File: src/hdl/tkqb_pkg.sv
// shared types, widths and codes for the top-k quality buffer
package tkqb_pkg;

   // field widths fixed by the interface
   localparam int BOX_BITS       = 12;
   localparam int QUALITY_BITS   = 24;
   localparam int PORT_TAG_BITS  = 32;
   localparam int KEEP_BITS      = 5;
   localparam int COUNT_BITS     = 5;

   // parameter defaults
   localparam int MAX_ENTRIES_DEF = 16;
   localparam int TAG_BITS_DEF    = 32;

   // keep_count after reset
   localparam logic [KEEP_BITS-1:0] KEEP_RESET = 5'd4;

   // request function codes
   localparam logic FUNC_OFFER = 1'b0;
   localparam logic FUNC_TAKE  = 1'b1;

   // running result of a scan wave: extra top bit marks "none yet"
   typedef struct packed {
      logic                    seen;
      logic [QUALITY_BITS:0]   min_q;
      logic [QUALITY_BITS:0]   second_q;
      logic [QUALITY_BITS-1:0] max_q;
   } sweep_type;

   // per-cell control from the sequencer
   typedef struct packed {
      logic active;
      logic load;
      logic shift;
   } cell_ctrl_type;

   typedef enum logic [1:0] {
      ST_IDLE,
      ST_DECIDE,
      ST_SWEEP,
      ST_APPLY
   } state_type;

endpackage

File: src/hdl/tkqb_cell.sv
// one entry of the buffer plus one stage of the min/max scan wave
module tkqb_cell #(
   parameter int MAX_ENTRIES = tkqb_pkg::MAX_ENTRIES_DEF,
   parameter int TAG_BITS    = tkqb_pkg::TAG_BITS_DEF
) (
   input  logic                                  clock,
   input  logic                                  reset,
   input  logic [$clog2(MAX_ENTRIES)-1:0]        cell_index,
   input  tkqb_pkg::cell_ctrl_type               ctrl,
   input  logic [tkqb_pkg::QUALITY_BITS-1:0]     load_quality,
   input  logic [TAG_BITS-1:0]                   load_tag,
   input  logic [tkqb_pkg::QUALITY_BITS-1:0]     next_quality,
   input  logic [TAG_BITS-1:0]                   next_tag,
   output logic [tkqb_pkg::QUALITY_BITS-1:0]     quality,
   output logic [TAG_BITS-1:0]                   tag,
   input  logic                                  go_in,
   input  tkqb_pkg::sweep_type                   sweep_in,
   input  logic [$clog2(MAX_ENTRIES)-1:0]        min_pos_in,
   input  logic [$clog2(MAX_ENTRIES)-1:0]        max_pos_in,
   input  logic [TAG_BITS-1:0]                   max_tag_in,
   output logic                                  go_out,
   output tkqb_pkg::sweep_type                   sweep_out,
   output logic [$clog2(MAX_ENTRIES)-1:0]        min_pos_out,
   output logic [$clog2(MAX_ENTRIES)-1:0]        max_pos_out,
   output logic [TAG_BITS-1:0]                   max_tag_out
);
   import tkqb_pkg::*;

   localparam int IDX_W = $clog2(MAX_ENTRIES);

   logic [QUALITY_BITS-1:0] quality_ff, quality_in;
   logic [TAG_BITS-1:0]     tag_ff, tag_in;
   logic                    go_ff;
   sweep_type               sweep_ff, sweep_in_c;
   logic [IDX_W-1:0]        min_pos_ff, min_pos_in_c;
   logic [IDX_W-1:0]        max_pos_ff, max_pos_in_c;
   logic [TAG_BITS-1:0]     max_tag_ff, max_tag_in_c;
   logic [QUALITY_BITS:0]   own_q;

   // entry update: load a new box, pull from the right neighbor, or hold
   always_comb begin
      quality_in = quality_ff;
      tag_in     = tag_ff;
      if (ctrl.load) begin
         quality_in = load_quality;
         tag_in     = load_tag;
      end else if (ctrl.shift) begin
         quality_in = next_quality;
         tag_in     = next_tag;
      end
   end

   // fold this entry into the passing wave, earliest position wins ties
   always_comb begin
      own_q        = {1'b0, quality_ff};
      sweep_in_c   = sweep_in;
      min_pos_in_c = min_pos_in;
      max_pos_in_c = max_pos_in;
      max_tag_in_c = max_tag_in;
      if (ctrl.active) begin
         if (!sweep_in.seen || own_q < sweep_in.min_q) begin
            sweep_in_c.second_q = sweep_in.min_q;
            sweep_in_c.min_q    = own_q;
            min_pos_in_c        = cell_index;
         end else if (own_q < sweep_in.second_q) begin
            sweep_in_c.second_q = own_q;
         end
         if (!sweep_in.seen || quality_ff > sweep_in.max_q) begin
            sweep_in_c.max_q = quality_ff;
            max_pos_in_c     = cell_index;
            max_tag_in_c     = tag_ff;
         end
         sweep_in_c.seen = 1'b1;
      end
   end

   // entry storage
   always_ff @(posedge clock) begin
      quality_ff <= quality_in;
      tag_ff     <= tag_in;
   end

   // wave marker
   always_ff @(posedge clock) begin
      if (reset) begin
         go_ff <= 1'b0;
      end else begin
         go_ff <= go_in;
      end
   end

   // wave payload, held once the wave has passed
   always_ff @(posedge clock) begin
      if (go_in) begin
         sweep_ff   <= sweep_in_c;
         min_pos_ff <= min_pos_in_c;
         max_pos_ff <= max_pos_in_c;
         max_tag_ff <= max_tag_in_c;
      end
   end

   assign quality     = quality_ff;
   assign tag         = tag_ff;
   assign go_out      = go_ff;
   assign sweep_out   = sweep_ff;
   assign min_pos_out = min_pos_ff;
   assign max_pos_out = max_pos_ff;
   assign max_tag_out = max_tag_ff;

endmodule

File: config.mk
export PLATFORM = sky130hd
export DESIGN_NAME = tkqb_cell
export DESIGN_NICKNAME = d
export VERILOG_FILES = /design/src/hdl/tkqb_pkg.sv /design/src/hdl/tkqb_cell.sv
export SDC_FILE = /design/constraint.sdc
export NUM_CORES = 1
export LEC_CHECK = 0
export BUFFER_PORTS_ARGS = -buffer_cell sky130_fd_sc_hd__buf_2
export CAP_MARGIN = 20
export CELL_PAD_IN_SITES_DETAIL_PLACEMENT = 0
export CELL_PAD_IN_SITES_GLOBAL_PLACEMENT = 1
export CORE_UTILIZATION = 30
export DETAILED_ROUTE_END_ITERATION = 7
export GPL_ROUTABILITY_DRIVEN = 1
export MAX_ROUTING_LAYER = met4
export PLACE_DENSITY_LB_ADDON = 0.25
export SLEW_MARGIN = 25
export SYNTH_ARGS = -nofsm -noshare
export SYNTH_HDL_FRONTEND = slang
export SYNTH_SLANG_ARGS = --single-unit
export TNS_END_PERCENT = 100
File: constraint.sdc
create_clock -name clock -period 4.6 [get_ports clock]
set_input_delay 0.23 -clock clock [delete_from_list [all_inputs] [get_ports clock]]
set_output_delay 0.23 -clock clock [all_outputs]
set_load 0.01 [all_outputs]
==> reports/metrics.yaml <==
run_status: "complete, no violations"
portbufs: 408
layout_commonest_cell: "buf_2"
final_antenna_net_count: 0
setup-violations-final: 0
synth_sequential_area_ratio_pct: 55.18
fmax_mhz: 288.6
die_area_um2: 31850
antenna_found_initial: 4
finalWeightedCongestion: 0.8134
post_synth_xor_area_fraction_pct: 0
layout.area.seq_um2: 5155
num-nets-final: 1368
worst_setup_path_start_kind: "flop"
report.power.total_mw: 4.479
maxCapViolCount: 0
cts-buffers-inserted: 17
post_route_worst_setup_slack_ns: 1.135
detailed_place.area_um2: 11820
worstSkewPairLatency_ns: 0.44
grt_pass1_vias: 7006
maxSlewHeadroom_pct: 35.58
dpl.cell_count: 1437
core_um2: 30590
grt_max_degree: 57
global_route.usage.total_pct: 19.02
final_number_of_hold_violating_endpoints: 0
critical_path_class: "reg2reg"
worst_slew_pin_slew_ns: 0.9664
htree_levels: 4
power-per-cell-area_nw_per_um2: 360.0
routed_via_density: 4.681
synth_top_family_by_area: "multiplexers"
initial_core_util_pct: 30.54
design.portCount: 409
drt_iter0_markers: 351
grt_pass1_wl_mm: 41.93
avgRoutedWirePerCell_um: 20.29
critical_path_peak_fanout: 24
gate_count_after_technology_mapping: 648
tritoncts_num_sinks: 172
clock_path_buffers: 2
postSynthRegisterBits: 172
die_height_um: 178.5
dieWidth_um: 178.5
vdd.ir_drop.worst_mv: 0.2254
detail_route.wirelength_mm: 29.85
floorplan.rows: 64
number_of_filler_cells_placed_in_the_layout: 3020
avgSynthCellArea_um2: 14.42
crit_required_ns: 4.79
asyncSetResetFlopFracSynth_pct: 0
area_growth_syn_to_layout_pct: 33.19
post_synth_mux_area_share_pct: 19.70
final_core_utilization_pct: 40.67
layout.cells.non_filler: 1471
synth-compound-area-share_pct: 7.246
finish.instance_area_um2: 12440
grt_setup_unrepaired: "no"
clock_tree_from_tritoncts: "yes"
timing.critical_path.to_type: "flop"
path_clk_slew_ns: 0.08
post-place-ws_ns: 1.086
synth_enable_flop_cells: 171
dpl.hpwl_mm: 22.97
drv_slew: 0
worst_hold_path_class: "in2reg"
syn-num-nets: 955
leakagePower_nw: 5.752
post-cts-setup-buffers: 0
ys_types: 44
multi_input_area_um2: 3782
gr-total-overflow: 0
routed-via-count: 6886
fin_crit_sh_pct: 75.33
detail_route.first_pass.iterations: 4
layout_common_cells: "buf_2 (407), edfxtp_1 (171), mux2_2 (83)"
post_synthesis_instance_area_um2: 9341
smallest_hold_slack_ns: 0.08388
ys_dominant_reg_cell: "edfxtp_1"
library_cell_used_as_clock_root_buffer: "clkbuf_16"
critical_path_arrival_ns: 3.66
worst_clock_skew_ns: 0.01740
synth_fa_ha_area_share_pct: 9.376
post-route-drc-count: 0
fraction_of_layout_cells_with_a_size_suffix_above_1_pct: 55.45
totalNegativeSetupSlack_ns: 0
yosysWarnings: 0
yosys.area_share.simple_pct: 3.924
finalCriticalPeriod_ns: 3.465
-- timing repair --
action,CTS,global route
hold endpoints to repair,1,0
gates resized for setup,0,0
hold buffers,1,0
-- Yosys cell counts, types with 2 or more instances --
library cell | n | share of area (%)
a211oi_1 | 3 | 0.24
mux2_2 | 83 | 10
nand4b_1 | 2 | 0.19
nand2_1 | 15 | 0.60
a221o_1 | 22 | 2.4
o21a_1 | 5 | 0.40
and2_1 | 2 | 0.13
o211ai_1 | 2 | 0.16
a21oi_2 | 2 | 0.19
mux2_4 | 59 | 9.5
nand4_1 | 9 | 0.60
edfxtp_1 | 171 | 55
ha_1 | 70 | 9.4
o31ai_1 | 2 | 0.16
mux2i_1 | 2 | 0.21
nand3_1 | 2 | 0.11
nor2b_1 | 2 | 0.13
o21ai_0 | 10 | 0.54
buf_2 | 8 | 0.43
clkbuf_1 | 7 | 0.28
nand2b_1 | 2 | 0.13
a222oi_1 | 2 | 0.21
buf_6 | 6 | 0.72
a21o_1 | 12 | 0.96
a21oi_1 | 26 | 1.4
nor3_1 | 25 | 1.3
or4_1 | 2 | 0.16
nor2_1 | 6 | 0.24
inv_1 | 74 | 3.0
-- kinds of logic after synthesis --
kind of cell	Yosys count
mux	144
fa+ha+maj	70
flops	172
buf+inv	98
simple gates	71
compound gates	93
-- sequential cells by signal (all words and copies together), names as in the netlist --
signal,count
max_pos_out,4
tag,32
sweep_out,75
max_tag_out,32
quality,24
go_out,1
min_pos_out,4
-- report_power, final --
group	leakage (nW)	total, mW	internal [mW]	switching (mW)
logic	3.75	0.920	0.450	0.469
registers	1.71	2.01	1.92	0.0976
clock network	0.293	1.55	0.866	0.681
-- final timing paths --
path                              start                        end  slack [ns]  cells past startpoint
setup / recovery  quality[22]$_DFFE_PP_   min_pos_out[3]$_DFFE_PP_        1.13                      9
hold / removal          next_quality[2]       quality[2]$_DFFE_PP_        0.08                      2
setup reg to reg  quality[22]$_DFFE_PP_   min_pos_out[3]$_DFFE_PP_        1.13                      9
hold reg to reg       tag[24]$_DFFE_PP_  max_tag_out[24]$_DFFE_PP_        0.56                      1
-- cell type report --
class | count | area share [%]
inverter | 75 | 2.263
tap | 396 | 3.982
multi-input combinational | 378 | 30.40
timing repair buffer | 417 | 17.00
sequential | 172 | 41.43
clock buffer | 17 | 3.419
clock inverter | 14 | 1.468
antenna | 2 | 0.04023
-- metal layers --
metal  routed length, um  GRT usage, %  up-vias
met5                   0             -        -
met4                 485         5.544        0
met3                2605         5.733       30
met2               15240         32.98      304
met1               11520         20.92     3247
li1                    -             -     3305
-- worst max-delay path, cell delays in order (launching register included) --
cell and delay, ns:
edfxtp_1 0.50, ha_1 0.36, nand4b_1 0.14, or3_1 0.43, nor3_1 0.30, a211oi_1 0.18
a21oi_4 0.24, buf_4 0.36, nand2b_1 0.34, mux2_2 0.37
(Power assumes the default switching activity.)
